[config.mk]
export PLATFORM = sky130hd
export DESIGN_NAME = ccs_front
export DESIGN_NICKNAME = d
export VERILOG_FILES = /design/src/rtl/core/ccs_pkg.sv /design/src/rtl/core/ccs_front.sv
export SDC_FILE = /design/constraint.sdc
export NUM_CORES = 2
export LEC_CHECK = 0
export BUFFER_PORTS_ARGS = -buffer_cell sky130_fd_sc_hd__buf_2
export CORE_UTILIZATION = 65
export CTS_BUF_LIST = sky130_fd_sc_hd__clkbuf_8
export DETAILED_ROUTE_END_ITERATION = 8
export GPL_TIMING_DRIVEN = 0
export PLACE_DENSITY = 0.95
export SLEW_MARGIN = 20
export SYNTH_ARGS = -nofsm -noshare
export SYNTH_HDL_FRONTEND = slang
export SYNTH_SLANG_ARGS = --single-unit
export TNS_END_PERCENT = 30
[constraint.sdc]
create_clock -name aclk -period 29.8 [get_ports aclk]
set_input_delay 4.47 -clock aclk [delete_from_list [all_inputs] [get_ports aclk]]
set_output_delay 4.47 -clock aclk [all_outputs]
set_load 0.05 [all_outputs]
[src/rtl/core/ccs_pkg.sv]
`timescale 1ns / 1ps
// ----------------------------------------------------------------------------
// ccs_pkg: shared types and constants of the child order clip sizer
// Field widths, status codes, register indexes and the records that travel
// between the front stages, the divider cells and the back stages.
// ----------------------------------------------------------------------------
package ccs_pkg;

    localparam int QTY_W     = 32;
    localparam int TIME_W    = 48;
    localparam int RATE_FRAC = 16;
    localparam int RATE_W    = RATE_FRAC + 1;
    localparam int GUARD_W   = 32;
    localparam int STATUS_W  = 3;

    // auction guard bands take part in the gate
    localparam logic HOURS_CHECK = 1'b1;

    // configuration port
    localparam int CFG_IDX_W = 3;
    localparam int CFG_W     = TIME_W;

    localparam logic [CFG_IDX_W-1:0] CFG_RATE     = 3'd0;
    localparam logic [CFG_IDX_W-1:0] CFG_DISPLAY  = 3'd1;
    localparam logic [CFG_IDX_W-1:0] CFG_LOT      = 3'd2;
    localparam logic [CFG_IDX_W-1:0] CFG_MIN_CLIP = 3'd3;
    localparam logic [CFG_IDX_W-1:0] CFG_WIN_BEG  = 3'd4;
    localparam logic [CFG_IDX_W-1:0] CFG_WIN_END  = 3'd5;
    localparam logic [CFG_IDX_W-1:0] CFG_OPEN_GRD = 3'd6;
    localparam logic [CFG_IDX_W-1:0] CFG_CLOSE_GRD = 3'd7;

    // status codes
    localparam logic [STATUS_W-1:0] ST_SIZED    = 3'd0;
    localparam logic [STATUS_W-1:0] ST_NOT_EXEC = 3'd1;
    localparam logic [STATUS_W-1:0] ST_GUARD    = 3'd2;
    localparam logic [STATUS_W-1:0] ST_WINDOW   = 3'd3;
    localparam logic [STATUS_W-1:0] ST_NONE     = 3'd4;

    // stream widths
    localparam int IN_W      = 3 * TIME_W + 3 + 4 * QTY_W;
    localparam int IN_DATA_W = ((IN_W + 7) / 8) * 8;
    localparam int OUT_W     = QTY_W + STATUS_W + 2;
    localparam int OUT_DATA_W = ((OUT_W + 7) / 8) * 8;

    // one divider cell per quotient bit
    localparam int DIV_CELLS = QTY_W;

    typedef struct packed {
        logic [RATE_W-1:0]  rate;
        logic [QTY_W-1:0]   display_cap;
        logic [QTY_W-1:0]   lot_qty;
        logic [QTY_W-1:0]   min_clip;
        logic [TIME_W-1:0]  window_start;
        logic [TIME_W-1:0]  window_stop;
        logic [GUARD_W-1:0] open_guard;
        logic [GUARD_W-1:0] close_guard;
    } cfg_t;

    typedef struct packed {
        logic [TIME_W-1:0] now_time;
        logic              market_ok;
        logic [TIME_W-1:0] open_time;
        logic              open_known;
        logic [TIME_W-1:0] close_time;
        logic              close_known;
        logic [QTY_W-1:0]  mkt_volume;
        logic [QTY_W-1:0]  due_qty;
        logic [QTY_W-1:0]  filled_qty;
        logic [QTY_W-1:0]  remaining_qty;
    } tick_t;

    // per-request side data carried alongside the lot divider
    typedef struct packed {
        logic [STATUS_W-1:0] gate;
        logic [QTY_W-1:0]    want;
        logic [QTY_W-1:0]    rem_qty;
        logic                pcap;
        logic                any;
    } side_t;

    typedef struct packed {
        side_t            side;
        logic [QTY_W-1:0] part;
        logic [QTY_W-1:0] dvd;
    } div_t;

endpackage

[src/rtl/core/ccs_front.sv]
`timescale 1ns / 1ps
// ----------------------------------------------------------------------------
// ccs_front: release gate and clip caps
// Five stages: capture, gate and shortfall and product, remaining cap,
// participation cap, display cap. Emits the divider seed.
// ----------------------------------------------------------------------------
module ccs_front (
    input  logic          aclk,
    input  logic          aresetn,
    input  ccs_pkg::cfg_t cfg,
    input  logic          in_valid,
    input  ccs_pkg::tick_t in_data,
    output logic          in_ready,
    output logic          out_valid,
    output ccs_pkg::div_t out_data,
    input  logic          out_ready
);

    localparam int PROD_W = ccs_pkg::QTY_W + ccs_pkg::RATE_W;
    localparam int CAP_W  = PROD_W - ccs_pkg::RATE_FRAC;

    typedef struct packed {
        logic [ccs_pkg::STATUS_W-1:0] gate;
        logic [ccs_pkg::QTY_W-1:0]    shortfall;
        logic [PROD_W-1:0]            prod;
        logic                         vol_nz;
        logic [ccs_pkg::QTY_W-1:0]    rem_qty;
    } st2_t;

    typedef struct packed {
        logic [ccs_pkg::STATUS_W-1:0] gate;
        logic [ccs_pkg::QTY_W-1:0]    want;
        logic [CAP_W-1:0]             cap;
        logic                         vol_nz;
        logic [ccs_pkg::QTY_W-1:0]    rem_qty;
    } st3_t;

    logic           v1_reg, v2_reg, v3_reg, v4_reg, v5_reg;
    logic           r1, r2, r3, r4, r5;
    ccs_pkg::tick_t s1_reg;
    st2_t           s2_reg, s2_next;
    st3_t           s3_reg, s3_next;
    ccs_pkg::side_t s4_reg, s4_next;
    ccs_pkg::div_t  s5_reg, s5_next;

    logic [ccs_pkg::TIME_W:0] open_end;
    logic [ccs_pkg::TIME_W:0] now_plus;
    logic [ccs_pkg::QTY_W:0]  short_diff;
    logic                     open_blk, close_blk, win_out;
    logic                     capped;

    // ripple ready so bubbles collapse
    assign r5 = !v5_reg || out_ready;
    assign r4 = !v4_reg || r5;
    assign r3 = !v3_reg || r4;
    assign r2 = !v2_reg || r3;
    assign r1 = !v1_reg || r2;
    assign in_ready = r1;

    // stage 2: gate, shortfall, participation product
    assign open_end = {1'b0, s1_reg.open_time}
                    + {{(ccs_pkg::TIME_W + 1 - ccs_pkg::GUARD_W){1'b0}}, cfg.open_guard};
    assign now_plus = {1'b0, s1_reg.now_time}
                    + {{(ccs_pkg::TIME_W + 1 - ccs_pkg::GUARD_W){1'b0}}, cfg.close_guard};
    assign short_diff = {1'b0, s1_reg.due_qty} - {1'b0, s1_reg.filled_qty};

    always_comb begin
        open_blk  = s1_reg.open_known && ({1'b0, s1_reg.now_time} < open_end);
        close_blk = s1_reg.close_known && (now_plus >= {1'b0, s1_reg.close_time});
        win_out   = (s1_reg.now_time < cfg.window_start)
                 || (s1_reg.now_time >= cfg.window_stop);
        if (!s1_reg.market_ok) begin
            s2_next.gate = ccs_pkg::ST_NOT_EXEC;
        end else if (ccs_pkg::HOURS_CHECK && (open_blk || close_blk)) begin
            s2_next.gate = ccs_pkg::ST_GUARD;
        end else if (win_out) begin
            s2_next.gate = ccs_pkg::ST_WINDOW;
        end else begin
            s2_next.gate = ccs_pkg::ST_SIZED;
        end
        s2_next.shortfall = short_diff[ccs_pkg::QTY_W] ? '0
                                                         : short_diff[ccs_pkg::QTY_W-1:0];
        s2_next.prod    = {{ccs_pkg::RATE_W{1'b0}}, s1_reg.mkt_volume}
                        * {{ccs_pkg::QTY_W{1'b0}}, cfg.rate};
        s2_next.vol_nz  = s1_reg.mkt_volume != '0;
        s2_next.rem_qty = s1_reg.remaining_qty;
    end

    // stage 3: cap by remaining
    always_comb begin
        s3_next.gate    = s2_reg.gate;
        s3_next.want    = (s2_reg.shortfall < s2_reg.rem_qty) ? s2_reg.shortfall
                                                               : s2_reg.rem_qty;
        s3_next.cap     = s2_reg.prod[PROD_W-1:ccs_pkg::RATE_FRAC];
        s3_next.vol_nz  = s2_reg.vol_nz;
        s3_next.rem_qty = s2_reg.rem_qty;
    end

    // stage 4: participation cap
    assign capped = s3_reg.vol_nz
                 && (s3_reg.cap < {{(CAP_W - ccs_pkg::QTY_W){1'b0}}, s3_reg.want});

    always_comb begin
        s4_next.gate    = s3_reg.gate;
        s4_next.want    = capped ? s3_reg.cap[ccs_pkg::QTY_W-1:0] : s3_reg.want;
        s4_next.rem_qty = s3_reg.rem_qty;
        s4_next.pcap    = capped;
        s4_next.any     = s3_reg.want != '0;
    end

    // stage 5: display cap, seed the divider
    always_comb begin
        s5_next.side = s4_reg;
        if ((cfg.display_cap != '0) && (cfg.display_cap < s4_reg.want)) begin
            s5_next.side.want = cfg.display_cap;
        end
        s5_next.part = '0;
        s5_next.dvd  = s5_next.side.want;
    end

    assign out_valid = v5_reg;
    assign out_data  = s5_reg;

    always_ff @(posedge aclk) begin
        if (!aresetn) begin
            v1_reg <= 1'b0;
            v2_reg <= 1'b0;
            v3_reg <= 1'b0;
            v4_reg <= 1'b0;
            v5_reg <= 1'b0;
        end else begin
            if (r1) begin
                v1_reg <= in_valid;
            end
            if (r2) begin
                v2_reg <= v1_reg;
            end
            if (r3) begin
                v3_reg <= v2_reg;
            end
            if (r4) begin
                v4_reg <= v3_reg;
            end
            if (r5) begin
                v5_reg <= v4_reg;
            end
        end
    end

    always_ff @(posedge aclk) begin
        if (r1 && in_valid) begin
            s1_reg <= in_data;
        end
        if (r2 && v1_reg) begin
            s2_reg <= s2_next;
        end
        if (r3 && v2_reg) begin
            s3_reg <= s3_next;
        end
        if (r4 && v3_reg) begin
            s4_reg <= s4_next;
        end
        if (r5 && v4_reg) begin
            s5_reg <= s5_next;
        end
    end

endmodule

# --- Word level (Yosys, flattened, before mapping) ---
# Index checks and enable logic that the tools add are counted.
word_totals:
  register_bits: 636
  latch_bits: 0
  ramBits: 0
  mem_bits_ro: 0
  inputBits: 552
  elab_cells: 78
  n_memories: 0
op_classes:
  n_addsub: 3
  multipliers: 1
  div_mod_pow: 0
  magnitude_cmp: 7
  eq_ne: 0
  n_shift: 0
  mux: 5
  bitwise_logic: 1
  n_reduce_logical: 25
op_table:
  columns: ["cell", "n"]
  rows:
  - ["adder 48 x 32 -> 49 bit", 2]
  - ["2-to-1 mux 32 bit", 3]
  - ["nonzero test 32 bit", 3]
  - ["< comparator 32 bit", 2]
  - ["greater-or-equal comparator 49 x 48 -> 1 bit", 1]
  - ["< comparator 48 x 49 -> 1 bit", 1]
  - ["multiplier 32 x 17 -> 49 bit", 1]
  - ["greater-or-equal comparator 48 bit", 1]
  - ["< comparator 48 bit", 1]
  - ["< comparator 33 x 32 -> 1 bit", 1]
  - ["subtractor 32 x 32 -> 33 bit", 1]
  - ["logical AND 1 bit", 9]
  - ["logical OR 1 bit", 7]
  - ["zero test 1 bit", 5]
  - ["2-to-1 mux 2 bit", 2]
  - ["OR reduction 2 bit", 1]
  - ["inverter 1 bit", 1]

# --- Longest topological paths before layout ---
logic_depth:
  word_depth: 7
  depth_mapped: 25
  mapped_depth_nobuf: 24

# --- Worst setup path before layout ---
# No wires, ideal clock.
synth_path:
  path_kind: "in2reg"
  start: "in out_ready"
  end: "reg s1_reg[0] (netlist bit), enable pin"
  setup_ns: 1.076
  t_arrival_ns: 18.487
  required_time_ns: 28.724
  slack_ns: 10.236
  stages: 4
  path_buffers: 1
  cell_sequence: "nor2b_1 > and3_1 > clkbuf_1 > a31oi_1"
synth_via:
  elab_chain_cells: 6
synth_lines:
  columns: ["item", "line_no", "text"]
  rows:
  - ["start, declared", "ccs_front.sv:16", "input logic out_ready"]
  - ["logical OR 1 bit", "ccs_front.sv:53", "assign r5 = !v5_reg || out_ready;"]
  - ["logical OR 1 bit", "ccs_front.sv:54", "assign r4 = !v4_reg || r5;"]
  - ["logical OR 1 bit", "ccs_front.sv:55", "assign r3 = !v3_reg || r4;"]
  - ["logical OR 1 bit", "ccs_front.sv:56", "assign r2 = !v2_reg || r3;"]
  - ["logical OR 1 bit", "ccs_front.sv:57", "assign r1 = !v1_reg || r2;"]
  - ["logical AND 1 bit", "ccs_front.sv:151", "if (r1 && in_valid) begin"]
  - ["end signal, assigned", "ccs_front.sv:152", "s1_reg <= in_data;"]
  - ["end, declared", "ccs_front.sv:40", "ccs_pkg::tick_t s1_reg;"]
# No other way between the ends.
# A chain may end at the register's enable or synchronous reset.

==> flow_summary_export.csv <==
group,metric,value,unit
critical_path,critPathKind,"input port to flop",
timing,slew_violations,0,
grt,grt_pass1_wl,240.2,mm
synthesis,synth-main-ff-cell,"edfxtp_1",
synthesis,netlist-cell-type-count,79,
placement,dp_hpwl,121.7,mm
final_layout,largest_reg_flops,275,
synthesis,ys_warn_count,0,
run_status,status,"complete, no violations",
critical_path,cp_max_fo,10,
die,coreArea,0.07608,mm²
timing,finalCritPeriodShare,0.3878,
timing,finalSetupTns,0,ns
synthesis,yosysSeqAreaShare,0.3681,
clock_tree,cts_resized,0,
synthesis,syn_area_per_cell,10.84,µm²
power_and_ir_drop,peakVddDrop,0.0002318,V
job,cap_viol_max_count,0,
timing,finClkSkew,0.08467,ns
grt,antenna_found_initial,50,
grt,grt.met1_usage,0.4624,
clock_tree,cts_inserted_buffers,102,
final_layout,final_cell_mix,"inv_1, edfxtp_1, buf_2",
timing,hold_viol,0,
timing,finalHoldWorstSlack,0.3694,ns
final_layout,layout_commonest_cell,"inv_1",
clock_tree,postCtsSetupBuffers,0,
grt,grt-ovfl-total,0,
synthesis,synthArstFlopShare,0,
timing,finalCriticalPeriod,11.56,ns
die,die_h,279.7,µm
timing,fin_ws,18.24,ns
clock_tree,cts_tree,"built",
detailed_routing,initialDrtViolationCount,4709,
placement,dp_slack,17.92,ns
grt,grt_usage,0.4099,
timing,rsz0062_at_grt,"false",
grt,grt_use_met2,0.6463,
final_layout,fillCellCount,4718,
clock_tree,clock_sinks,616,
synthesis,synthCells,4622,
synthesis,synth_edf_count,611,
die,io_pins,687,
clock_tree,cts_hold_repair.buffers,0,
detailed_routing,drtPass1Iterations,8,
timing,max_freq,86.54,MHz
placement,place_congestion,0.9944,
clock_tree,clockBufferDepth,3,
detailed_routing,wl,162.5,mm
final_layout,layout-drive-gt1-share,0.1669,
timing,slew_headroom,0.1817,
placement,port_buffers,589,
detailed_routing,wl_per_cell,24.89,µm
synthesis,ys_ff_latch,616,
clock_tree,htree_num_levels,3,
grt,grt_util_met3,0.1258,
die,die_x,279.7,µm
final_layout,area_growth_syn_to_layout,14.52,%
clock_tree,path_clk_slew,0.07,ns
clock_tree,clkLatencyLatePin,0.78,ns
die,rows,101,
grt,grt_max_degree,32,
timing,tightest_slew,1.208,ns
critical_path,crit_path_start_kind,"input port",
die,start_util,0.6587,
critical_path,crit_arrival,12.07,ns
die,die_area,0.07821,mm²
detailed_routing,vias_per_cell,6.272,
critical_path,crit_required,30.31,ns
synthesis,syn_area,0.05011,mm²
grt,grt_pass1_vias,42080,
detailed_routing,drt.antenna.violating_nets,0,
timing,setup_violations,0,
final_layout,fin_nets,6877,
power_and_ir_drop,p_per_area,106.3,mW/mm²
clock_tree,cts-root-buf,"clkbuf_8",
min_path,holdCritPathClass,"flop to flop",
detailed_routing,drc,0,
critical_path,critPathCaptureType,"flop",
grt,top_usage_layer,"met2",
power_and_ir_drop,power.leakage,27.14,nW
detailed_routing,via_count,40940,
[worst max-delay path: stages]
cell	delay, ns
buf_2	0.14
clkbuf_1	0.69
nand2_1	0.21
fa_1	0.59
inv_1	0.05
fa_1	0.54
fa_1	0.46
fa_1	0.52
fa_1	0.55
inv_1	0.06
fa_1	0.53
inv_1	0.05
ha_1	0.40
o21a_1	0.17
o211ai_1	0.17
a211oi_1	0.46
o21ai_0	0.30
o32ai_2	0.48
a41oi_2	0.24
nor3_1	0.28
nor2_1	0.10
a311o_1	0.33
xnor2_1	0.26
[final timing paths]
| check | startpoint | endpoint | slack [ns] | depth (start not counted) |
|---|---|---|---|---|
| worst max-delay path | cfg[266] | s2_reg[81] | 18.24 | 23 |
| worst min-delay path | s1_reg[1] | s2_reg[1] | 0.37 | 0 |
| worst max register to register | s1_reg[107] | s2_reg[78] | 21.32 | 23 |
| worst min register to register | s1_reg[1] | s2_reg[1] | 0.37 | 0 |
[synthesized netlist by cell type, types with 30 or more instances]
cell type,count,area (µm²)
inv_1,796,2988
edfxtp_1,611,18350
ha_1,500,6256
fa_1,450,9009
nand2_1,446,1674
and2_1,226,1414
a21o_1,182,1366
a21oi_1,164,820.8
clkbuf_1,146,548.0
nand3_1,139,695.7
nor2_1,102,382.9
o21ai_0,82,410.4
xnor2_1,77,674.4
buf_4,66,495.5
mux2_2,65,732.0
nand4_1,60,375.4
xor2_1,59,516.8
o211ai_1,43,322.8
nor3_1,37,185.2
nor2b_1,33,206.5
nor4_1,32,200.2
o311a_1,32,320.3
nand2b_1,31,193.9
o21a_1,30,225.2
[power by group]
group | leakage, nW | switching [mW] | internal, mW
clock | 1.14 | 0.383 | 0.376
combinational | 20.1 | 2.44 | 1.64
sequential | 5.94 | 0.0474 | 1.21
[area by class of cell]
cell class | instances | area (µm²) | share of cell area
multi-input combinational | 3027 | 27780 | 0.4841
sequential | 616 | 18450 | 0.3215
timing repair buffer | 617 | 3684 | 0.06419
inverter | 796 | 2988 | 0.05206
clock buffer | 107 | 1473 | 0.02566
tap | 1030 | 1289 | 0.02246
buffer | 215 | 1077 | 0.01877
clock inverter | 76 | 544.3 | 0.009484
antenna | 43 | 107.6 | 0.001875
[cells by family after synthesis]
family          count (synthesis)  share of synthesized area
other cells                     1                 0.00007483
flops                         616                     0.3681
simple gates                 1168                     0.1151
compound gates                673                    0.09226
fa+ha+maj                     950                     0.3046
xor+xnor                      136                    0.02377
buf+inv                      1011                    0.08112
mux                            67                    0.01501
[through the flow]
step	utilization	instances	total power, mW	cell area [µm²]
after floorplan	-	4654	4.021	50230
after global placement	0.7160	6273	4.775	54470
after detailed placement	0.7264	6301	5.042	55260
after CTS	0.7530	6484	5.906	57280
after global routing	0.7541	6519	6.498	57370
final	0.7544	6527	6.099	57390
[metal layers]
metal / vias up / wire [µm] / share of wire
met5: - / 122 / 0.00075
met1: 19310 / 52360 / 0.32
met2: 3436 / 73510 / 0.45
li1: 17110 / - / -
met4: 18 / 15990 / 0.098
met3: 1067 / 20510 / 0.13
(Power assumes the default switching activity.)
