$ cat config.mk
export PLATFORM = sky130hd
export DESIGN_NAME = ccs_div_cell
export DESIGN_NICKNAME = d
export VERILOG_FILES = /design/src/rtl/core/ccs_pkg.sv /design/src/rtl/core/ccs_div_cell.sv
export SDC_FILE = /design/constraint.sdc
export NUM_CORES = 1
export LEC_CHECK = 0
export ABC_CLOCK_PERIOD_IN_PS = 6600
export BUFFER_PORTS_ARGS = -buffer_cell sky130_fd_sc_hd__buf_2
export CAP_MARGIN = 0
export CORE_AREA = 2 2 119 121
export DETAILED_ROUTE_END_ITERATION = 8
export DIE_AREA = 0 0 121 123
export PLACE_DENSITY = 0.9
export SYNTH_ARGS = -nofsm -noshare
export SYNTH_HDL_FRONTEND = slang
export SYNTH_SLANG_ARGS = --single-unit
$ cat constraint.sdc
create_clock -name aclk -period 6.6 [get_ports aclk]
set_input_delay 0.66 -clock aclk [delete_from_list [all_inputs] [get_ports aclk]]
set_output_delay 0.66 -clock aclk [all_outputs]
set_load 0.05 [all_outputs]
$ cat src/rtl/core/ccs_pkg.sv
`timescale 1ns / 1ps
// ----------------------------------------------------------------------------
// ccs_pkg: shared types and constants of the child order clip sizer
// Field widths, status codes, register indexes and the records that travel
// between the front stages, the divider cells and the back stages.
// ----------------------------------------------------------------------------
package ccs_pkg;

    localparam int QTY_W     = 32;
    localparam int TIME_W    = 48;
    localparam int RATE_FRAC = 16;
    localparam int RATE_W    = RATE_FRAC + 1;
    localparam int GUARD_W   = 32;
    localparam int STATUS_W  = 3;

    // auction guard bands take part in the gate
    localparam logic HOURS_CHECK = 1'b1;

    // configuration port
    localparam int CFG_IDX_W = 3;
    localparam int CFG_W     = TIME_W;

    localparam logic [CFG_IDX_W-1:0] CFG_RATE     = 3'd0;
    localparam logic [CFG_IDX_W-1:0] CFG_DISPLAY  = 3'd1;
    localparam logic [CFG_IDX_W-1:0] CFG_LOT      = 3'd2;
    localparam logic [CFG_IDX_W-1:0] CFG_MIN_CLIP = 3'd3;
    localparam logic [CFG_IDX_W-1:0] CFG_WIN_BEG  = 3'd4;
    localparam logic [CFG_IDX_W-1:0] CFG_WIN_END  = 3'd5;
    localparam logic [CFG_IDX_W-1:0] CFG_OPEN_GRD = 3'd6;
    localparam logic [CFG_IDX_W-1:0] CFG_CLOSE_GRD = 3'd7;

    // status codes
    localparam logic [STATUS_W-1:0] ST_SIZED    = 3'd0;
    localparam logic [STATUS_W-1:0] ST_NOT_EXEC = 3'd1;
    localparam logic [STATUS_W-1:0] ST_GUARD    = 3'd2;
    localparam logic [STATUS_W-1:0] ST_WINDOW   = 3'd3;
    localparam logic [STATUS_W-1:0] ST_NONE     = 3'd4;

    // stream widths
    localparam int IN_W      = 3 * TIME_W + 3 + 4 * QTY_W;
    localparam int IN_DATA_W = ((IN_W + 7) / 8) * 8;
    localparam int OUT_W     = QTY_W + STATUS_W + 2;
    localparam int OUT_DATA_W = ((OUT_W + 7) / 8) * 8;

    // one divider cell per quotient bit
    localparam int DIV_CELLS = QTY_W;

    typedef struct packed {
        logic [RATE_W-1:0]  rate;
        logic [QTY_W-1:0]   display_cap;
        logic [QTY_W-1:0]   lot_qty;
        logic [QTY_W-1:0]   min_clip;
        logic [TIME_W-1:0]  window_start;
        logic [TIME_W-1:0]  window_stop;
        logic [GUARD_W-1:0] open_guard;
        logic [GUARD_W-1:0] close_guard;
    } cfg_t;

    typedef struct packed {
        logic [TIME_W-1:0] now_time;
        logic              market_ok;
        logic [TIME_W-1:0] open_time;
        logic              open_known;
        logic [TIME_W-1:0] close_time;
        logic              close_known;
        logic [QTY_W-1:0]  mkt_volume;
        logic [QTY_W-1:0]  due_qty;
        logic [QTY_W-1:0]  filled_qty;
        logic [QTY_W-1:0]  remaining_qty;
    } tick_t;

    // per-request side data carried alongside the lot divider
    typedef struct packed {
        logic [STATUS_W-1:0] gate;
        logic [QTY_W-1:0]    want;
        logic [QTY_W-1:0]    rem_qty;
        logic                pcap;
        logic                any;
    } side_t;

    typedef struct packed {
        side_t            side;
        logic [QTY_W-1:0] part;
        logic [QTY_W-1:0] dvd;
    } div_t;

endpackage

$ cat src/rtl/core/ccs_div_cell.sv
`timescale 1ns / 1ps
// ----------------------------------------------------------------------------
// ccs_div_cell: one restoring division step of the lot remainder
// Shifts in the next dividend bit, subtracts the lot when it fits and hands
// the request to the next cell.
// ----------------------------------------------------------------------------
module ccs_div_cell (
    input  logic                    aclk,
    input  logic                    aresetn,
    input  logic                    in_valid,
    input  ccs_pkg::div_t           in_data,
    output logic                    in_ready,
    input  logic [ccs_pkg::QTY_W-1:0] lot,
    output logic                    out_valid,
    output ccs_pkg::div_t           out_data,
    input  logic                    out_ready
);

    logic                      valid_reg;
    ccs_pkg::div_t             data_reg;
    ccs_pkg::div_t             data_next;
    logic [ccs_pkg::QTY_W:0]   trial;
    logic [ccs_pkg::QTY_W:0]   diff;

    assign trial = {in_data.part, in_data.dvd[ccs_pkg::QTY_W-1]};
    assign diff  = trial - {1'b0, lot};

    always_comb begin
        data_next = in_data;
        if (trial >= {1'b0, lot}) begin
            data_next.part = diff[ccs_pkg::QTY_W-1:0];
        end else begin
            data_next.part = trial[ccs_pkg::QTY_W-1:0];
        end
        data_next.dvd = {in_data.dvd[ccs_pkg::QTY_W-2:0], 1'b0};
    end

    assign in_ready  = !valid_reg || out_ready;
    assign out_valid = valid_reg;
    assign out_data  = data_reg;

    always_ff @(posedge aclk) begin
        if (!aresetn) begin
            valid_reg <= 1'b0;
        end else if (in_ready) begin
            valid_reg <= in_valid;
        end
    end

    always_ff @(posedge aclk) begin
        if (in_ready && in_valid) begin
            data_reg <= data_next;
        end
    end

endmodule

* After elaboration in Yosys (flattened, before gate mapping)
Index checks and enable logic that the tools add are counted.
** Storage, ports and cells
- Output and inout bits :: 135
- Word-level logic and storage cells :: 14
- Register bits :: 133
** Operators by class
- Reductions and logical operators :: 3
- Multiplexer cells :: 1
- $lt $le $gt $ge :: 1
- $add $sub $neg :: 1
** Operators by type and width (count)
- $ge A33 B32 Y1 :: 1
- $mux W32 :: 1
- $sub A32 B32 Y32 :: 1
- $logic_and A1 B1 Y1 :: 1
- $logic_not A1 Y1 :: 1
- $logic_or A1 B1 Y1 :: 1

* Longest topological paths before layout
Gate-level depths: netlist of the first run.
- Depth after elaboration :: 3
- Mapped depth :: 13
- Mapped depth without buffers :: 12

* Worst setup path after synthesis of the first run
Ideal clock, no wire load.
- Path kind :: input to register
- From :: input port out_ready
- To :: register data_reg (netlist bit out_data[100]), enable pin
- Library setup time :: 0.506 ns
- Setup slack :: 1.870 ns
- Stages :: 2
- Data required time :: 6.094 ns
- Data arrival time :: 4.223 ns
- Path through :: nand2b_1 -> and2_1
** Between the ends
- Cells in the longest elaborated chain, start to end :: 2
** Ends and longest elaborated chain
- start, declared :: RTL line ccs_div_cell.sv:16 : input logic out_ready
- $logic_or A1 B1 Y1 :: RTL line ccs_div_cell.sv:38 : assign in_ready = !valid_reg || out_ready;
- $logic_and A1 B1 Y1 :: RTL line ccs_div_cell.sv:51 : if (in_ready && in_valid) begin
- end signal, assigned :: RTL line ccs_div_cell.sv:52 : data_reg <= data_next;
- end, declared :: RTL line ccs_div_cell.sv:20 : ccs_pkg::div_t data_reg;
Every way passes these cells.
A chain may end at the register's enable or synchronous reset.

==> impl_metrics.toml, run 1 <==
[routing]
postRouteAntennaNets = 0
avgRoutedWirePerCell_um = 19.8
drt_wl_total_mm = 19.2
dr.pass1.iters = 5
vias = 5104
viasPerCell = 5.27
drc = 0
drt_iter0_drc = 397

[clock_network]
insertion_delay_ns = 0.41
htreeDepth = 4
cts.sinks = 133
clk_pin_slew_ns = 0.06
postCtsHoldBufs = 0
tritoncts = "done"
cts_made_buffers = 17
cts_root_buf = "clkbuf_16"
post_cts_buffers = 0
cts_resized = 0
cts_buffer_depth = 2

[global_routing]
grt_antenna_before_repair = 2
grt_pass1_vias = 4915
grt_start_max_net_pins = 68
gr-usage-all-layers_pct = 24.8
grt_pass1_wl_mm = 27.4
grt_overflow = 0

[logic_synthesis]
synth.avg_cell_area_um2 = 13.5
synth_cell_type_count = 58
synth_edf_count = 132
ys_ff_latch = 133
yosysWarnings = 0
yosysSeqAreaShare_pct = 63.3
syn-cell-area_um2 = 6300
synthFlopType = "edfxtp_1"
synth_nets = 669
synthArstFlopShare_pct = 0
postSynthCellCount = 467

[die]
die-area_um2 = 14900
rows = 43
die_y_um = 123
ios = 304
coreArea_um2 = 13600
die_w_um = 121
initial_core_util_pct = 46.3

[timing]
rsz0062_at_grt = "no"
min_period_over_period_pct = 56.9
setup_violations = 0
hold_viol_final = 0
finalMaxSlewViolations = 0
tightest_slew_ns = 0.871
period_minus_slack_ns = 3.75
hold_ws_ns = 0.419
fin_skew_ns = 0.00749
max_slew_margin_pct = 41.9
fmaxAchievable_ghz = 0.267
tns_ns = 0

[worst_setup_path]
rrSetupSlack_ns = 4.18
critPathRequiredTime_ns = 6.76
critical_path_arrival_ns = 3.91
cp-start-kind = "primary input"
max_stage_delay_ns = 0.71
end_kind = "register"
path_cells = "buf_2 -> inv_1 -> ha_1 -> nand4_1 -> nor3_1 -> o211ai_1 -> nand3_1 -> a31oi_4 -> o21ai_4 -> buf_4 -> mux2_1"
path_class = "in -> reg"
path_max_fanout = 30
slowest_stage = "o21ai_4"

[place]
place_hpwl_mm = 14.8
port_buffers = 302
place_inst = 939
place_area_um2 = 7970
place_congestion = 0.830

[cells_and_area]
fin_nets = 980
n_antenna_cell = 0
drive_above_1_share_pct = 43.6
fin_cells = 969
fin_area_um2 = 8510
fill_cells = 1078
area_growth_pct = 35.2

[flow_run]
cap_violations = 0

[power]
p_leak_nw = 3.84
ir_worst_vdd_v = 0.000186
power.density_nw_per_um2 = 297

[outcome]
outcome = "finished clean"

[hold_path]
hp-class = "in -> reg"
-- registers in the layout, summed over array words and instances (netlist names) --
register   count
out_data     132
out_valid      1
-- where the power goes --
group	internal (W)	leakage, nW	switching, W	total (W)
Sequential	0.00101	1.28	0.0000178	0.00103
Combinational	0.000180	2.30	0.000422	0.000601
Clock	0.000548	0.259	0.000345	0.000893
-- cells in the mapped netlist, types with 2 or more instances --
master,instances,area share (%)
o21ai_1,2,0.16
a21oi_1,45,3.6
o21ai_0,9,0.72
ha_1,32,6.4
mux2_4,2,0.48
buf_6,2,0.36
xor2_1,8,1.1
inv_1,41,2.4
a221oi_1,2,0.28
a21boi_0,4,0.48
nor2_1,29,1.7
o31ai_1,2,0.24
o21a_1,7,0.83
a21o_1,11,1.3
a41oi_1,2,0.28
nor2b_1,3,0.30
a31oi_4,3,1.0
o211ai_1,5,0.60
nand2b_1,4,0.40
and3_1,3,0.30
mux2_1,12,2.1
edfxtp_1,132,63
or2_2,2,0.20
xnor2_1,19,2.6
buf_4,4,0.48
or2_1,2,0.20
and2_1,5,0.50
a211oi_1,3,0.36
nand3_1,7,0.56
nor3_1,5,0.40
nand4_1,4,0.40
nand2_1,26,1.5
o21bai_1,2,0.24
buf_2,4,0.32
-- layout by cell type, fill, tap and decap left out, types with 5 or more instances in the layout --
| cell | netlist | final |
|---|---|---|
| xnor2_1 | 19 | 19 |
| ha_1 | 32 | 32 |
| nor2_1 | 29 | 29 |
| a21o_1 | 11 | 11 |
| edfxtp_1 | 132 | 132 |
| o21a_1 | 7 | 7 |
| a21oi_1 | 45 | 45 |
| nor3_1 | 5 | 5 |
| clkbuf_16 | 0 | 17 |
| mux2_1 | 12 | 12 |
| nand3_1 | 7 | 7 |
| buf_2 | 4 | 302 |
| o21ai_0 | 9 | 9 |
| nand2_1 | 26 | 26 |
| xor2_1 | 8 | 8 |
| inv_1 | 41 | 41 |
| o211ai_1 | 5 | 5 |
-- routing by layer --
layer,GRT usage (%),up-vias,part of all wire [%]
li1,-,2349,-
met1,29.3,2454,38
met2,40.7,248,49
met3,9.46,49,9.4
met4,10.8,4,3.7
met5,0,-,0.10
-- final cells by class --
type                    count  area [um2]  area share, %
clock inverters            10         110           1.29
inverters                  41         154           1.81
repair buffers            304        1530           17.9
flip-flops and latches    133        3980           46.8
well taps                 180         225           2.65
multi-input cells         281        2080           24.4
clock buffers              20         437           5.13
-- worst paths after layout --
kind                                              from  depth (start not counted)                      to
worst max-delay path                           lot[13]                         11  out_data[43]$_DFFE_PP_
worst min-delay path                       in_data[24]                          1  out_data[25]$_DFFE_PP_
worst max register to register  out_valid$_SDFFE_PN0N_                          3  out_data[60]$_DFFE_PP_
worst min register to register  out_valid$_SDFFE_PN0N_                          2  out_valid$_SDFFE_PN0N_
-- worst max-delay path, delay by kind of cell --
kind	cells	cell delay [ns]
and+or+nand+nor	3	0.87
buffers and inverters	3	0.51
AOI/OAI and AO/OA	3	1.04
muxes	1	0.35
adders and majority gates	1	0.46
-- metrics by stage --
step                power [W]  setup slack [ns]  util [%]
floorplan             0.00148              1.87         -
global placement      0.00163              2.61      58.5
detailed placement    0.00164              2.49      58.5
CTS                   0.00253              2.90      62.6
global route          0.00261              2.56      62.6
finish                0.00253              2.85      62.6
-- kinds of logic after synthesis --
family	after synthesis	synth area share (%)
xor gates and xnor gates	27	3.76
AOI/OAI and AO/OA	113	12.8
adders and majority gates	33	6.68
and+or+nand+nor	93	6.89
other	1	0.0595
muxes	14	2.62
buffers and inverters	53	3.89
DFF	133	63.3
Power figures use the tool's default switching activity.
==> run 2, diff against run 1 <==
==> config.mk (replaced) <==
export PLATFORM = sky130hd
export DESIGN_NAME = ccs_div_cell
export DESIGN_NICKNAME = d
export VERILOG_FILES = /design/src/rtl/core/ccs_pkg.sv /design/src/rtl/core/ccs_div_cell.sv
export SDC_FILE = /design/constraint.sdc
export NUM_CORES = 1
export LEC_CHECK = 0
export ABC_CLOCK_PERIOD_IN_PS = 3900
export BUFFER_PORTS_ARGS = -buffer_cell sky130_fd_sc_hd__buf_2
export CAP_MARGIN = 0
export CORE_MARGIN = 2
export CORE_UTILIZATION = 47
export DETAILED_ROUTE_END_ITERATION = 8
export PLACE_DENSITY = 0.91
export SYNTH_ARGS = -nofsm -noshare
export SYNTH_HDL_FRONTEND = slang
export SYNTH_SLANG_ARGS = --single-unit
==> constraint.sdc (replaced) <==
create_clock -name aclk -period 3.9 [get_ports aclk]
set_input_delay 0.39 -clock aclk [delete_from_list [all_inputs] [get_ports aclk]]
set_output_delay 0.39 -clock aclk [all_outputs]
set_load 0.05 [all_outputs]
==> run 2 against run 1 <==
Net effect: critical path depth is the same; clock-buffer cell count fell by 1; sequential share of layout area is 0.42 points lower; first-iteration DRC count shrank 15%; clock skew hardly changed; critical path type unchanged; critical endpoint is now out_data[45]$_DFFE_PP_.
==> impl_metrics.toml, run 2 (synthesis gave the netlist of run 1 again) <==
[cells_and_area]
fin_nets = 981
mostFrequentLayoutCells = "buf_2 (302), edfxtp_1 (132), a21oi_1 (45)"
layout_commonest_cell = "buf_2"
fill_cells = 1039
fin_cells = 970
largest_reg_flops = 132
drive_above_1_share_pct = 44.2
area_growth_pct = 36.4

[die]
die-area_um2 = 14300
ios = 304
die_w_um = 120
rows = 42
initial_core_util_pct = 47.9
die_y_um = 120
coreArea_um2 = 13100

[timing]
period_minus_slack_ns = 2.86
tns_ns = 0
finalMaxSlewViolations = 0
tightest_slew_ns = 0.879
hold_viol_final = 0
rsz0062_at_grt = "no"
setup_violations = 0
min_period_over_period_pct = 73.3
max_slew_margin_pct = 41.4
fin_skew_ns = 0.00720
fmaxAchievable_ghz = 0.350

[clock_network]
cts.sinks = 133
cts_resized = 0
clk_pin_slew_ns = 0.06
cts_root_buf = "clkbuf_16"
cts_buffer_depth = 2
tritoncts = "done"
post_cts_buffers = 0
insertion_delay_ns = 0.41
htreeDepth = 4
postCtsHoldBufs = 0
cts_made_buffers = 17

[routing]
postRouteAntennaNets = 0
avgRoutedWirePerCell_um = 19.0
vias = 5073
dr.pass1.iters = 7
viasPerCell = 5.23
drc = 0
drt_wl_total_mm = 18.5
drt_iter0_drc = 336

[worst_setup_path]
reg2reg_from = "out_valid$_SDFFE_PN0N_"
critical_path_arrival_ns = 3.02
rrSetupSlack_ns = 1.93
path_class = "in -> reg"
reg2regPathDepth = 3
path_max_fanout = 48
critPathRequiredTime_ns = 4.06
r2r_end = "out_data[104]$_DFFE_PP_"
end_kind = "register"
cp-start-kind = "primary input"

[hold_path]
hp-class = "in -> reg"
min_to = "out_data[122]$_DFFE_PP_"
whs_path_depth = 1
min-delay-start = "in_data[122]"

[power]
power.density_nw_per_um2 = 506
ir_worst_vdd_v = 0.000297
p_leak_nw = 3.88

[global_routing]
grt_antenna_before_repair = 6
use_met2_pct = 41.1
grt_pass1_vias = 4859
grt_overflow = 0
busiest_layer = "met2"
gr-usage-all-layers_pct = 25.4
grt_util_met1_pct = 31.1
grt_pass1_wl_mm = 27.1
use_met3_pct = 9.70
grt_start_max_net_pins = 70

[flow_run]
cap_violations = 0

[place]
port_buffers = 302
place_inst = 936
place_congestion = 0.854
place_hpwl_mm = 14.5

[outcome]
outcome = "finished clean"
[run 2: changes by cell type in the layout (fill, tap and decap cells not counted), sizes merged]
cell / change
clkinvlp: -2
clkinv: +2
buf: +1
clkbuf: -1
inv: +3
diode: +2
[run 2: how the worst max path moves through the flow]
stage                                       from  depth (start not counted)  slack, ns                       to
after global placement               in_data[44]                         10       0.69   out_data[44]$_DFFE_PP_
after floorplan           out_valid$_SDFFE_PN0N_                          2       0.76  out_data[100]$_DFFE_PP_
after detailed placement                 lot[13]                         11       0.60   out_data[35]$_DFFE_PP_
after CTS                                lot[13]                         11       1.04   out_data[45]$_DFFE_PP_
final                                    lot[13]                         11       1.04   out_data[45]$_DFFE_PP_
after global routing                     lot[13]                         11       0.80   out_data[53]$_DFFE_PP_
[run 2: area by class of cell]
type,instances,area [um2],share of cell area [%]
antenna,2,5.00,0.0583
clock inverter,13,148,1.72
multi-input combinational,281,2080,24.2
clock buffer,19,443,5.16
tap,176,220,2.56
sequential,133,3980,46.4
inverter,41,154,1.79
timing repair buffer,305,1560,18.1
[run 2: routing by layer]
layer | routed length (um) | share of wire (%)
met1 | 7210 | 39
met2 | 8950 | 48
met3 | 1700 | 9.2
met4 | 558 | 3.0
met5 | 58 | 0.31
[run 2: power by group]
part	leakage (nW)	switching (W)	internal, W	total, W
logic	2.31	0.000711	0.000309	0.00102
registers	1.28	0.0000282	0.00171	0.00174
clock network	0.288	0.000623	0.000966	0.00159
[run 2: metrics by stage]
step                power [W]  hold slack (ns)  utilization [%]  cell area (um2)  setup slack, ns
CTS                   0.00438            0.131             65.4             8590             1.04
global route          0.00451            0.131             65.4             8590            0.802
finish                0.00435            0.145             65.4             8590             1.04
floorplan             0.00251            0.489                -             6300            0.758
global placement      0.00277            0.566             60.9             8000            0.691
detailed placement    0.00279            0.568             60.9             8000            0.599
[run 2: worst max-delay path, cell delays in order]
cell and delay (ns):
buf_2 0.08, inv_1 0.04, ha_1 0.47, nand4_1 0.16, nor3_1 0.39, o211ai_1 0.15
nand3_1 0.31, a31oi_4 0.20, o21ai_4 0.20, buf_12 0.25, mux2_1 0.35
