`src/rtl/core/ccs_pkg.sv`:
```
`timescale 1ns / 1ps
// ----------------------------------------------------------------------------
// ccs_pkg: shared types and constants of the child order clip sizer
// Field widths, status codes, register indexes and the records that travel
// between the front stages, the divider cells and the back stages.
// ----------------------------------------------------------------------------
package ccs_pkg;

    localparam int QTY_W     = 32;
    localparam int TIME_W    = 48;
    localparam int RATE_FRAC = 16;
    localparam int RATE_W    = RATE_FRAC + 1;
    localparam int GUARD_W   = 32;
    localparam int STATUS_W  = 3;

    // auction guard bands take part in the gate
    localparam logic HOURS_CHECK = 1'b1;

    // configuration port
    localparam int CFG_IDX_W = 3;
    localparam int CFG_W     = TIME_W;

    localparam logic [CFG_IDX_W-1:0] CFG_RATE     = 3'd0;
    localparam logic [CFG_IDX_W-1:0] CFG_DISPLAY  = 3'd1;
    localparam logic [CFG_IDX_W-1:0] CFG_LOT      = 3'd2;
    localparam logic [CFG_IDX_W-1:0] CFG_MIN_CLIP = 3'd3;
    localparam logic [CFG_IDX_W-1:0] CFG_WIN_BEG  = 3'd4;
    localparam logic [CFG_IDX_W-1:0] CFG_WIN_END  = 3'd5;
    localparam logic [CFG_IDX_W-1:0] CFG_OPEN_GRD = 3'd6;
    localparam logic [CFG_IDX_W-1:0] CFG_CLOSE_GRD = 3'd7;

    // status codes
    localparam logic [STATUS_W-1:0] ST_SIZED    = 3'd0;
    localparam logic [STATUS_W-1:0] ST_NOT_EXEC = 3'd1;
    localparam logic [STATUS_W-1:0] ST_GUARD    = 3'd2;
    localparam logic [STATUS_W-1:0] ST_WINDOW   = 3'd3;
    localparam logic [STATUS_W-1:0] ST_NONE     = 3'd4;

    // stream widths
    localparam int IN_W      = 3 * TIME_W + 3 + 4 * QTY_W;
    localparam int IN_DATA_W = ((IN_W + 7) / 8) * 8;
    localparam int OUT_W     = QTY_W + STATUS_W + 2;
    localparam int OUT_DATA_W = ((OUT_W + 7) / 8) * 8;

    // one divider cell per quotient bit
    localparam int DIV_CELLS = QTY_W;

    typedef struct packed {
        logic [RATE_W-1:0]  rate;
        logic [QTY_W-1:0]   display_cap;
        logic [QTY_W-1:0]   lot_qty;
        logic [QTY_W-1:0]   min_clip;
        logic [TIME_W-1:0]  window_start;
        logic [TIME_W-1:0]  window_stop;
        logic [GUARD_W-1:0] open_guard;
        logic [GUARD_W-1:0] close_guard;
    } cfg_t;

    typedef struct packed {
        logic [TIME_W-1:0] now_time;
        logic              market_ok;
        logic [TIME_W-1:0] open_time;
        logic              open_known;
        logic [TIME_W-1:0] close_time;
        logic              close_known;
        logic [QTY_W-1:0]  mkt_volume;
        logic [QTY_W-1:0]  due_qty;
        logic [QTY_W-1:0]  filled_qty;
        logic [QTY_W-1:0]  remaining_qty;
    } tick_t;

    // per-request side data carried alongside the lot divider
    typedef struct packed {
        logic [STATUS_W-1:0] gate;
        logic [QTY_W-1:0]    want;
        logic [QTY_W-1:0]    rem_qty;
        logic                pcap;
        logic                any;
    } side_t;

    typedef struct packed {
        side_t            side;
        logic [QTY_W-1:0] part;
        logic [QTY_W-1:0] dvd;
    } div_t;

endpackage

```
`src/rtl/core/ccs_back.sv`:
```
`timescale 1ns / 1ps
// ----------------------------------------------------------------------------
// ccs_back: lot truncation, minimum clip rule and result register
// Takes the remainder from the divider row, then applies the minimum clip
// and final residue rules.
// ----------------------------------------------------------------------------
module ccs_back (
    input  logic          aclk,
    input  logic          aresetn,
    input  ccs_pkg::cfg_t cfg,
    input  logic          in_valid,
    input  ccs_pkg::div_t in_data,
    output logic          in_ready,
    output logic          out_valid,
    output logic [ccs_pkg::QTY_W-1:0]    out_clip,
    output logic [ccs_pkg::STATUS_W-1:0] out_status,
    output logic          out_pcap,
    output logic          out_held,
    input  logic          out_ready
);

    logic                         va_reg, vb_reg;
    logic                         ra, rb;
    ccs_pkg::side_t               a_reg, a_next;
    logic [ccs_pkg::QTY_W-1:0]    clip_reg, clip_next;
    logic [ccs_pkg::STATUS_W-1:0] status_reg, status_next;
    logic                         pcap_reg, pcap_next;
    logic                         held_reg, held_next;

    assign rb = !vb_reg || out_ready;
    assign ra = !va_reg || rb;
    assign in_ready = ra;

    // whole lots: want minus its remainder
    always_comb begin
        a_next = in_data.side;
        if (cfg.lot_qty != '0) begin
            a_next.want = in_data.side.want - in_data.part;
        end
    end

    always_comb begin
        clip_next   = '0;
        status_next = a_reg.gate;
        pcap_next   = 1'b0;
        held_next   = 1'b0;
        if (a_reg.gate == ccs_pkg::ST_SIZED) begin
            status_next = ccs_pkg::ST_NONE;
            if (a_reg.any) begin
                pcap_next = a_reg.pcap;
                clip_next = a_reg.want;
                if (a_reg.want < cfg.min_clip) begin
                    if (a_reg.rem_qty <= cfg.min_clip) begin
                        clip_next = a_reg.rem_qty;
                    end else begin
                        clip_next = '0;
                        held_next = 1'b1;
                    end
                end
                if (clip_next != '0) begin
                    status_next = ccs_pkg::ST_SIZED;
                end
            end
        end
    end

    assign out_valid  = vb_reg;
    assign out_clip   = clip_reg;
    assign out_status = status_reg;
    assign out_pcap   = pcap_reg;
    assign out_held   = held_reg;

    always_ff @(posedge aclk) begin
        if (!aresetn) begin
            va_reg <= 1'b0;
            vb_reg <= 1'b0;
        end else begin
            if (ra) begin
                va_reg <= in_valid;
            end
            if (rb) begin
                vb_reg <= va_reg;
            end
        end
    end

    always_ff @(posedge aclk) begin
        if (ra && in_valid) begin
            a_reg <= a_next;
        end
        if (rb && va_reg) begin
            clip_reg   <= clip_next;
            status_reg <= status_next;
            pcap_reg   <= pcap_next;
            held_reg   <= held_next;
        end
    end

endmodule

```
`config.mk`:
```
export PLATFORM = sky130hd
export DESIGN_NAME = ccs_back
export DESIGN_NICKNAME = d
export VERILOG_FILES = /design/src/rtl/core/ccs_pkg.sv /design/src/rtl/core/ccs_back.sv
export SDC_FILE = /design/constraint.sdc
export NUM_CORES = 1
export LEC_CHECK = 0
export BUFFER_PORTS_ARGS = -buffer_cell sky130_fd_sc_hd__buf_2
export CAP_MARGIN = 20
export CORE_AREA = 3 3 174 176
export DETAILED_ROUTE_END_ITERATION = 6
export DIE_AREA = 0 0 177 179
export PLACE_DENSITY = 0.51
export SETUP_SLACK_MARGIN = 0.3
export SLEW_MARGIN = 10
export SYNTH_ARGS = -nofsm -noshare
export SYNTH_HDL_FRONTEND = slang
export SYNTH_SLANG_ARGS = --single-unit
```
`constraint.sdc`:
```
create_clock -name aclk -period 4.16 [get_ports aclk]
set_input_delay 0.416 -clock aclk [delete_from_list [all_inputs] [get_ports aclk]]
set_output_delay 0.416 -clock aclk [all_outputs]
set_load 0.02 [all_outputs]
```
-- Word level (Yosys, flattened, before mapping)
Cells that the tools add are included.
W data, S select, Z words.
- register bits: 108
- input port bits: 410
- logic and storage cells: 34
- output and inout port bits: 39
- add/sub/neg operators: 1
- order comparisons: 2
- reductions and logical operators: 11
- mux-type cells: 9
- operators by type and width (cell ; count):
    $mux W32 ; 5
    $reduce_bool A32 Y1 ; 2
    $le A32 B32 Y1 ; 1
    $lt A32 B32 Y1 ; 1
    $sub A32 B32 Y32 ; 1
    $mux W3 ; 3
    $logic_not A3 Y1 ; 1
    $reduce_and A3 Y1 ; 1
    $logic_and A1 B1 Y1 ; 2
    $logic_not A1 Y1 ; 2
    $logic_or A1 B1 Y1 ; 2
    $reduce_and A2 Y1 ; 1
    $mux W1 ; 1

-- Logic depth before layout (Yosys ltp)
Gate-level depths: netlist (run 1).
- word-level depth: 9
- gate-level depth with buffers: 12
- mapped depth without buffers: 11

-- Least setup slack after synthesis (run 1)
Ideal clock, no wire load.
- path type: register -> register
- start point: register vb_reg (netlist: out_valid)
- end point: register a_reg[0] (netlist bit) (enable)
- setup time: 435 ps
- clock period less this slack: 2827 ps
- setup slack: 1333 ps
- cell stages (with the launch flop): 4
- buffers on the path: 0
- data arrival time: 2392 ps
- required time: 3725 ps
- cell sequence: dfxtp_1 -> nor2b_1 -> nand2_1 -> and2_1
- word-level cells in the longest chain between the ends: 4
- RTL lines (item ; RTL line ; source):
    start, declared ; ccs_back.sv:22 ; logic va_reg, vb_reg;
    start signal, assigned ; ccs_back.sv:82 ; vb_reg <= va_reg;
    $logic_not A1 Y1 ; ccs_back.sv:30 ; assign rb = !vb_reg || out_ready;
    $logic_or A1 B1 Y1 ; ccs_back.sv:30 ;
    $logic_or A1 B1 Y1 ; ccs_back.sv:31 ; assign ra = !va_reg || rb;
    named net in_ready ; ccs_back.sv:13 ; output logic in_ready,
    $logic_and A1 B1 Y1 ; ccs_back.sv:88 ; if (ra && in_valid) begin
    end signal, assigned ; ccs_back.sv:89 ; a_reg <= a_next;
    end, declared ; ccs_back.sv:24 ; ccs_pkg::side_t a_reg, a_next;
The timed path passes the listed nets, and every way through them passes these cells.
A chain may end at the register's enable or synchronous reset.

-- Worst setup path in the final report (run 1)
- start point: register a_reg[53] (netlist bit)
- end point: register status_reg (netlist bit out_status[2]), data pin
- word-level cells in the longest chain between the ends: 8
- RTL lines (item ; RTL line ; source):
    $lt A32 B32 Y1 ; ccs_back.sv:52 ; if (a_reg.want < cfg.min_clip) begin
    $mux W32 * ; ccs_back.sv:52 ;
    $mux W32 * ; ccs_back.sv:49 ; if (a_reg.any) begin
    $mux W32 * ; ccs_back.sv:47 ; if (a_reg.gate == ccs_pkg::ST_SIZED) begin
    $reduce_bool A32 Y1 * ; ccs_back.sv:60 ; if (clip_next != '0) begin
    $mux W3 * ; ccs_back.sv:60 ;
    $mux W3 * ; ccs_back.sv:49 ;
    $mux W3 * ; ccs_back.sv:47 ;
    named net status_next (one bit) ; ccs_back.sv:26 ; logic [ccs_pkg::STATUS_W-1:0] status_reg, status_next;
    end signal, assigned ; ccs_back.sv:93 ; status_reg <= status_next;
    end, declared ; ccs_back.sv:26 ;
Mark *: on every way through the listed nets, which the timed path passes. The rest lies on a longest branch. The select of a mux whose other input is x is not followed.

==> summary.txt, run 1 <==
Worst rel slew slack: 0.4392
WL final: 24660 um
Largest area contributor in the netlist: edfxtp_1
Arrival @ worst endpoint: 3490 ps
Total Power: 3.037 mW
Ys flop type: edfxtp_1
RSZ-0062 raised after global routing: false
Hold Vio Cnt, Final: 0
Vias in the first global route: 6450
WL/cell: 18.14 um
Avg Cell Area, Syn: 9.998 um2
Post-synth EDFFs: 106
CTS Buffer Depth: 2
Largest register FFs: 69
Initial Utilization: 0.2668
DR vias: 6440
Worst Hold Slack: 233.9 ps
Area grow syn2layout: 23.02%
First-pass GRT wire length: 37050 um
Status: complete, no violations
Cell with the most instances after synthesis: edfxtp_1
Min cycle time layout: 3291 ps
First DRT Iteration DRCs: 307
Post-synthesis sequential area ratio: 0.4197
Post-synthesis cell count: 768
Worst setup EP type: register
Post-layout util: 0.3282
GRT overflow: 0
# fillers: 3023
Syn Nets: 1273
Final nets: 1476
Worst Setup SP: a_reg[53]$_DFFE_PP_
Cell Pwr Density: 321.5 nW/um2
Port Buffers: 207
Max-cap check violation count: 0
Core box area: 28780 um2
Final setup vio count: 0
Met2 Use GR: 0.2284
Clk sinks: 108
RePlAce Congestion: 0.8427
# resized after CTS: 0
R2R Setup Slk: 870 ps
DRC Markers: 0
Die height: 179 um
DR pass1 iterations: 5
Site Rows: 62
Clk_lat worst skew: 360 ps
Fin Setup TNS: 0 ps
Leakage: 4.050 nW
Ant. Diodes: 0
CP startpoint kind: register
Clock transition at path regs: 80 ps
F_max: 303.8 MHz
Netlist cell types: 70
Post CTS Setup Buffer Count: 0
Worst VDD drop: 0.1782 mV
Critical path peak fanout: 30
TritonCTS buffer count: 9
Post-DP HPWL: 20000 um
TritonCTS clock tree: built
Share of cells above drive strength 1: 0.2623
PnR worst setup slack: 868.7 ps
Pre-CTS setup slack: 724.4 ps
Cts hold-fix bufs: 0
Antenna violations before repair: 1
#FFs+latches synth: 108
Post-DRT Antenna Nets: 0
Reg-to-reg startpoint: a_reg[53]$_DFFE_PP_
Post-synth top cells: edfxtp_1 (106), ha_1 (94), inv_1 (75)
Final Cycle Share: 0.7912
I/O pins: 449
Top post-synthesis cells by area: edfxtp_1 (41%), ha_1 (15%), a21oi_1 (4.4%), inv_1 (3.7%), nand2b_1 (3.0%)
Synth warn: 0
GRT Total Usage: 0.1532
Cell Area, Synth: 7679 um2
Worst hold path class: in2reg
CTS root buf: clkbuf_16
Largest net degree at the start of global routing: 47
Vias per cell: 4.735
Final setup skew: 11.87 ps
Die span in x: 177 um
Slew @ Worst Pin: 840.2 ps
Req. time, crit path: 4360 ps
Met1 usage: 0.2166
M3 GR Usage: 0.05167
H-Tree Depth: 3
Die Area: 31680 um2
Final Slew Violations: 0
Worst Setup EP: out_status[2]$_DFFE_PP_
R2R cell count: 10
Post-synth ARST share: 0
Top cell type's share of synthesized area: 0.4145
R2r endpoint: out_status[2]$_DFFE_PP_
Critical path class: reg2reg
GR peak layer: met2
## cell type report
class,instances,area [um2],area share
clock inverters,7,65.06,0.006887
clock buffers,9,225.2,0.02384
inverters,75,281.5,0.02980
multi-input cells,563,4083,0.4322
flip-flops and latches,108,3223,0.3412
repair buffers,214,1089,0.1152
well taps,384,480.5,0.05086
## layer usage
metal | vias up | wire [um]
li1 | 3277 | -
met1 | 2969 | 11910
met2 | 178 | 10420
met3 | 14 | 2124
met4 | 2 | 198
met5 | - | 7
## worst max-delay path: stages (launching register included)
cell and delay, ps:
edfxtp_1 460, ha_1 320, a211oi_1 230, o21ai_1 110
a221o_1 370, a211oi_2 230, o21ai_1 180, a21oi_4 460
buf_4 380, nand2_1 150, a41oi_2 220
## layout by cell type (no fill, tap or decap), types with 3 or more instances in the layout
cell type	count
a211oi_1	7
a21boi_0	3
a21o_1	26
a21oi_1	68
a221o_1	3
a31oi_1	3
and4_1	3
buf_2	207
buf_4	7
clkbuf_16	9
clkinvlp_4	3
edfxtp_1	106
ha_1	94
inv_1	75
inv_8	3
nand2_1	59
nand2b_1	37
nand3_1	38
nand3b_1	3
nand4_1	19
nor2_1	20
nor2b_1	5
nor3_1	11
nor3b_1	4
nor4_1	24
o211ai_1	4
o21a_1	6
o21ai_0	38
o21ai_1	7
o31ai_1	5
or2_2	3
or3_1	4
xnor2_1	10
xor2_1	11
## where the power goes
part           switching, mW  internal (mW)  leakage [nW]
clock                  0.429          0.422         0.134
combinational          0.458          0.341          2.90
sequential            0.0819           1.31          1.02
total                  0.969           2.07          4.05
## through the flow
step | instances | area, um2
finish | 1360 | 9447
global route | 1360 | 9447
CTS | 1360 | 9447
detailed placement | 1344 | 9156
global placement | 1344 | 9156
floorplan | 768 | 7679
## worst min path at each step
stage	startpoint	endpoint	slack, ps	depth (start not counted)
after floorplan	va_reg$_SDFFE_PN0N_	out_valid$_SDFFE_PN0P_	480	1
after global placement	a_reg[67]$_DFFE_PP_	out_status[1]$_SDFFCE_PN0P_	450	0
after detailed placement	a_reg[67]$_DFFE_PP_	out_status[1]$_SDFFCE_PN0P_	460	0
after CTS	in_data[86]	a_reg[22]$_DFFE_PP_	220	1
after global routing	in_data[86]	a_reg[22]$_DFFE_PP_	220	1
final	in_data[76]	a_reg[12]$_DFFE_PP_	230	1
## logic make-up (layout without fill, tap and decap cells)
family,after synthesis,in the layout,share of synthesized area
fa+ha+maj,95,95,0.1558
buf+inv,97,305,0.05231
flops,108,108,0.4197
xor+xnor,21,21,0.02395
compound gates,198,198,0.1703
simple gates,246,246,0.1739
mux,3,3,0.004074
Note: power is estimated with default switching activity, not from simulation.
==> run 2, diff against run 1 <==
--- a/config.mk
+++ b/config.mk
@@ -10,7 +10,7 @@
 export CORE_AREA = 3 3 174 176
 export DETAILED_ROUTE_END_ITERATION = 6
 export DIE_AREA = 0 0 177 179
-export PLACE_DENSITY = 0.51
+export PLACE_DENSITY = 0.53
 export SETUP_SLACK_MARGIN = 0.3
 export SLEW_MARGIN = 10
 export SYNTH_ARGS = -nofsm -noshare
==> constraint.sdc (replaced) <==
create_clock -name aclk -period 2.91 [get_ports aclk]
set_input_delay 0.291 -clock aclk [delete_from_list [all_inputs] [get_ports aclk]]
set_output_delay 0.291 -clock aclk [all_outputs]
set_load 0.02 [all_outputs]
==> run 2 against run 1 <==
Clock skew is 12 ps higher. Clock-buffer cell count stayed put. First-iteration DRC count is 11% higher. Critical path type unchanged. Power is 53% higher. Global-route usage is 0.24 points higher. Non-clock buffer count is 25 higher. Sequential share of layout area is 1.7 points lower. Via count is 2.7% higher. Die area stayed put. Highest routed layer unchanged. Final cell count is 1.8% higher. Register-to-register slack worse by 750 ps.
==> summary.txt, run 2 (synthesis gave the netlist of run 1 again) <==
Area grow syn2layout: 29.61%
Status: complete, no violations
Cts hold-fix bufs: 0
Die Area: 31680 um2
Final setup skew: 23.72 ps
Leakage: 4.307 nW
RSZ-0062 raised after global routing: true
Vias per cell: 4.778
WL final: 25280 um
Largest net degree at the start of global routing: 70
Final nets: 1501
Arrival @ worst endpoint: 2980 ps
Final std cells w/o fill: 1385
Final setup vio count: 0
TritonCTS buffer count: 9
Clk_lat worst skew: 370 ps
Min-Delay Endpoint: a_reg[23]$_DFFE_PP_
Req. time, crit path: 3100 ps
Clk sinks: 108
Cell Pwr Density: 466.9 nW/um2
Placed insts: 1362
Largest register FFs: 69
Site Rows: 62
GRT overflow: 0
R2R Setup Slk: 120 ps
DR vias: 6617
TritonCTS clock tree: built
Most frequent cells in the layout: buf_2 (207), edfxtp_1 (106), ha_1 (92)
Critical path peak fanout: 8
Max-cap check violation count: 0
Final Cycle Share: 0.9595
Port Buffers: 207
R2R cell count: 11
Pre-CTS setup slack: -5.375 ps
Hold Vio Cnt, Final: 0
H-Tree Depth: 3
Min cycle time layout: 2792 ps
CTS Buffer Depth: 2
Initial Utilization: 0.2668
DRC Markers: 0
Post-DRT Antenna Nets: 0
Final Slew Violations: 0
Slew @ Worst Pin: 953.4 ps
Die span in x: 177 um
Hold Path Depth: 1
Fin Setup TNS: 0 ps
Worst VDD drop: 0.2747 mV
Die height: 179 um
Worst Hold Slack: 93.29 ps
Post-layout util: 0.3458
I/O pins: 449
GRT Total Usage: 0.1556
Ant. Diodes: 0
Share of cells above drive strength 1: 0.3067
Worst setup EP type: register
F_max: 358.1 MHz
DR pass1 iterations: 5
R2r endpoint: out_status[2]$_DFFE_PP_
First DRT Iteration DRCs: 342
PnR worst setup slack: 117.8 ps
WL/cell: 18.25 um
Worst rel slew slack: 0.3644
Worst hold path class: in2reg
Core box area: 28780 um2
Clock transition at path regs: 90 ps
CTS root buf: clkbuf_16
Commonest non-fill, non-tap cell in the layout: buf_2
Antenna violations before repair: 1
Critical path class: reg2reg
Reg-to-reg startpoint: a_reg[51]$_DFFE_PP_
First-pass GRT wire length: 37380 um
CP startpoint kind: register
Post-DP HPWL: 19890 um
Min-delay src: in_data[87]
RePlAce Congestion: 0.8714
Vias in the first global route: 6493
-- run 2: timing repair --
action / CTS / global route
setup endpoints to repair: 34 / 35
pin swaps: 5 / 9
setup buffers: 2 / 0
gates cloned: 2 / 3
gates resized for setup: 14 / 17
-- run 2: per-layer routing --
layer  wire length [um]  share of wire  up-vias  global-route usage
met5                 11        0.00044        -                   0
met4                367          0.015        2             0.03863
met3               2372          0.094       18             0.05972
met2              10840           0.43      207              0.2314
met1              11690           0.46     3071              0.2128
li1                   -              -     3319                   -
-- run 2: worst max path at each step --
stage,startpoint,to,cells past startpoint
finish,a_reg[51]$_DFFE_PP_,out_status[2]$_DFFE_PP_,11
global route,a_reg[53]$_DFFE_PP_,out_clip[13]$_SDFFCE_PN0P_,12
CTS,a_reg[53]$_DFFE_PP_,out_clip[0]$_SDFFCE_PN0P_,12
detailed placement,cfg[179],out_status[2]$_DFFE_PP_,13
global placement,in_data[36],a_reg[65]$_DFFE_PP_,11
floorplan,in_data[98],a_reg[58]$_DFFE_PP_,11
-- run 2: final cells by class --
class | count | area [um2]
fill | 2924 | 18830
multi-input combinational | 563 | 4234
sequential | 108 | 3223
timing repair buffer | 239 | 1419
tap | 384 | 480.5
inverter | 75 | 281.5
clock buffer | 9 | 225.2
clock inverter | 7 | 88.84
-- run 2: worst max-delay path, stage by stage, from the launching register on --
cell and delay [ps]:
edfxtp_1 510, ha_4 320, a21oi_1 60, o21ai_1 140, a221o_1 240, buf_4 140
nor2_1 40, nor3_1 270, a21oi_4 110, buf_12 170, or3_4 410, a41oi_2 210
-- run 2: stage by stage --
stage | cell area [um2] | total power, mW
6_report | 9952 | 4.647
3_5_place_dp | 9316 | 3.214
2_1_floorplan | 7687 | 2.748
5_1_grt | 9952 | 4.929
4_1_cts | 9758 | 4.604
3_3_place_gp | 9316 | 3.201
-- run 2: report_power, final --
part / internal (mW) / switching, mW
logic: 0.654 / 0.716
registers: 1.87 / 0.129
clock network: 0.621 / 0.661
==> run 3, diff against run 2 <==
--- a/config.mk
+++ b/config.mk
@@ -10,7 +10,6 @@
 export CORE_AREA = 3 3 174 176
 export DETAILED_ROUTE_END_ITERATION = 6
 export DIE_AREA = 0 0 177 179
-export PLACE_DENSITY = 0.53
 export SETUP_SLACK_MARGIN = 0.3
 export SLEW_MARGIN = 10
 export SYNTH_ARGS = -nofsm -noshare
==> run 3 against run 2 <==
Combinational power hardly changed. Clock-buffer cell count unchanged. Power rose by 0.20%.
==> summary.txt, run 3 (synthesis gave the netlist of run 1 again) <==
Critical path peak fanout: 8
Area grow syn2layout: 30.96%
Total Power: 4.656 mW
Final Slew Violations: 0
RSZ-0062 raised after global routing: true
Site Rows: 62
Die height: 179 um
Hold Vio Cnt, Final: 0
Ant. Diodes: 0
Final Cycle Share: 0.9224
Final nets: 1508
RePlAce Congestion: 0.8916
Worst rel slew slack: 0.3773
Most frequent cells in the layout: buf_2 (207), edfxtp_1 (106), ha_1 (90)
I/O pins: 449
First DRT Iteration DRCs: 430
Critical path's top delay family: compound AO/OA/AOI/OAI gates
Largest net degree at the start of global routing: 70
Crit-path max cell delay: 430 ps
WL/cell: 18.03 um
Slew @ Worst Pin: 934.1 ps
Cell Pwr Density: 463.0 nW/um2
Clk_lat worst skew: 370 ps
Port Buffers: 207
Min cycle time layout: 2684 ps
DR pass1 iterations: 5
Vias in the first global route: 6538
Worst VDD drop: 0.2837 mV
Critical path class: reg2reg
Placed insts: 1359
Arrival @ worst endpoint: 2910 ps
Status: complete, no violations
Worst hold path class: in2reg
Share of cells above drive strength 1: 0.3224
Commonest non-fill, non-tap cell in the layout: buf_2
Leakage: 4.314 nW
Seq pwr share: 0.427
Fin Setup TNS: 0 ps
First-pass GRT wire length: 37020 um
H-Tree Depth: 3
Final std cells w/o fill: 1392
Initial Utilization: 0.2668
Switching share of power: 0.3110
WL final: 25100 um
Final setup skew: 12.01 ps
CP cell instances: ha_1, nand4_1, or3_4, o31ai_2, o22ai_2, a21oi_4, buf_4, clkbuf_16, nand3_1, a21oi_1
Clock transition at path regs: 80 ps
Antenna violations before repair: 2
Die span in x: 177 um
Worst path bufs/invs: 2
Max-cap check violation count: 0
Final setup vio count: 0
Post-DRT Antenna Nets: 0
Req. time, crit path: 3130 ps
Die Area: 31680 um2
TritonCTS clock tree: built
F_max: 372.5 MHz
Worst setup EP type: register
Internal power: 3.208 mW
Worst Hold Slack: 102.3 ps
CTS root buf: clkbuf_16
CTS Buffer Depth: 2
Core box area: 28780 um2
Largest register FFs: 69
Psw: 1.448 mW
GRT Total Usage: 0.1542
Logic pwr share: 0.297
Clk sinks: 108
Post-layout util: 0.3494
Clk pwr share: 0.276
TritonCTS buffer count: 9
Cts hold-fix bufs: 0
Post-DP HPWL: 20100 um
GRT overflow: 0
Critical path's slowest cell: or3_4
Vias per cell: 4.839
DRC Markers: 0
DR vias: 6736
CP startpoint kind: register
[run 3: layer usage]
layer	track usage	wire [um]
met1	0.2197	11990
met4	0.04026	541
met3	0.04468	1901
met2	0.2284	10640
met5	0	27
[run 3: path summary, 6_finish.rpt]
path,end,startpoint,cells after the start,slack (ps)
worst max-delay path,out_clip[28]$_SDFFCE_PN0P_,a_reg[13]$_DFFE_PP_,10,230
worst min-delay path,a_reg[26]$_DFFE_PP_,in_data[90],1,100
worst max register to register,out_clip[28]$_SDFFCE_PN0P_,a_reg[13]$_DFFE_PP_,10,230
worst min register to register,out_status[0]$_SDFFCE_PN0P_,a_reg[66]$_DFFE_PP_,0,460
[run 3: per-stage QoR]
stage,area [um2],worst slack [ps]
3_5_place_dp,9281,16.26
3_3_place_gp,9281,16.83
2_1_floorplan,7687,328.6
5_1_grt,10060,102.3
4_1_cts,9857,229.9
6_report,10060,225.7
[run 3: area by class of cell]
| class | instances | area [um2] |
|---|---|---|
| timing repair buffer | 246 | 1481 |
| clock inverter | 7 | 81.33 |
| tap | 384 | 480.5 |
| sequential | 108 | 3223 |
| multi-input combinational | 563 | 4283 |
| fill | 2903 | 18720 |
| clock buffer | 9 | 225.2 |
| inverter | 75 | 281.5 |
[run 3: what timing repair did]
item,in CTS,in global routing
pin swaps,15,9
setup endpoints to repair,34,34
buffers inserted,8,5
gates resized for setup,31,21
cloned,2,2
[run 3: power by group through the flow]
stage	clock, mW	sequential [mW]	combinational, mW
global placement	0	2.02	1.16
global route	1.36	2.00	1.54
detailed placement	0	2.02	1.18
CTS	1.31	1.99	1.33
finish	1.28	1.99	1.38
floorplan	0	2.00	0.752
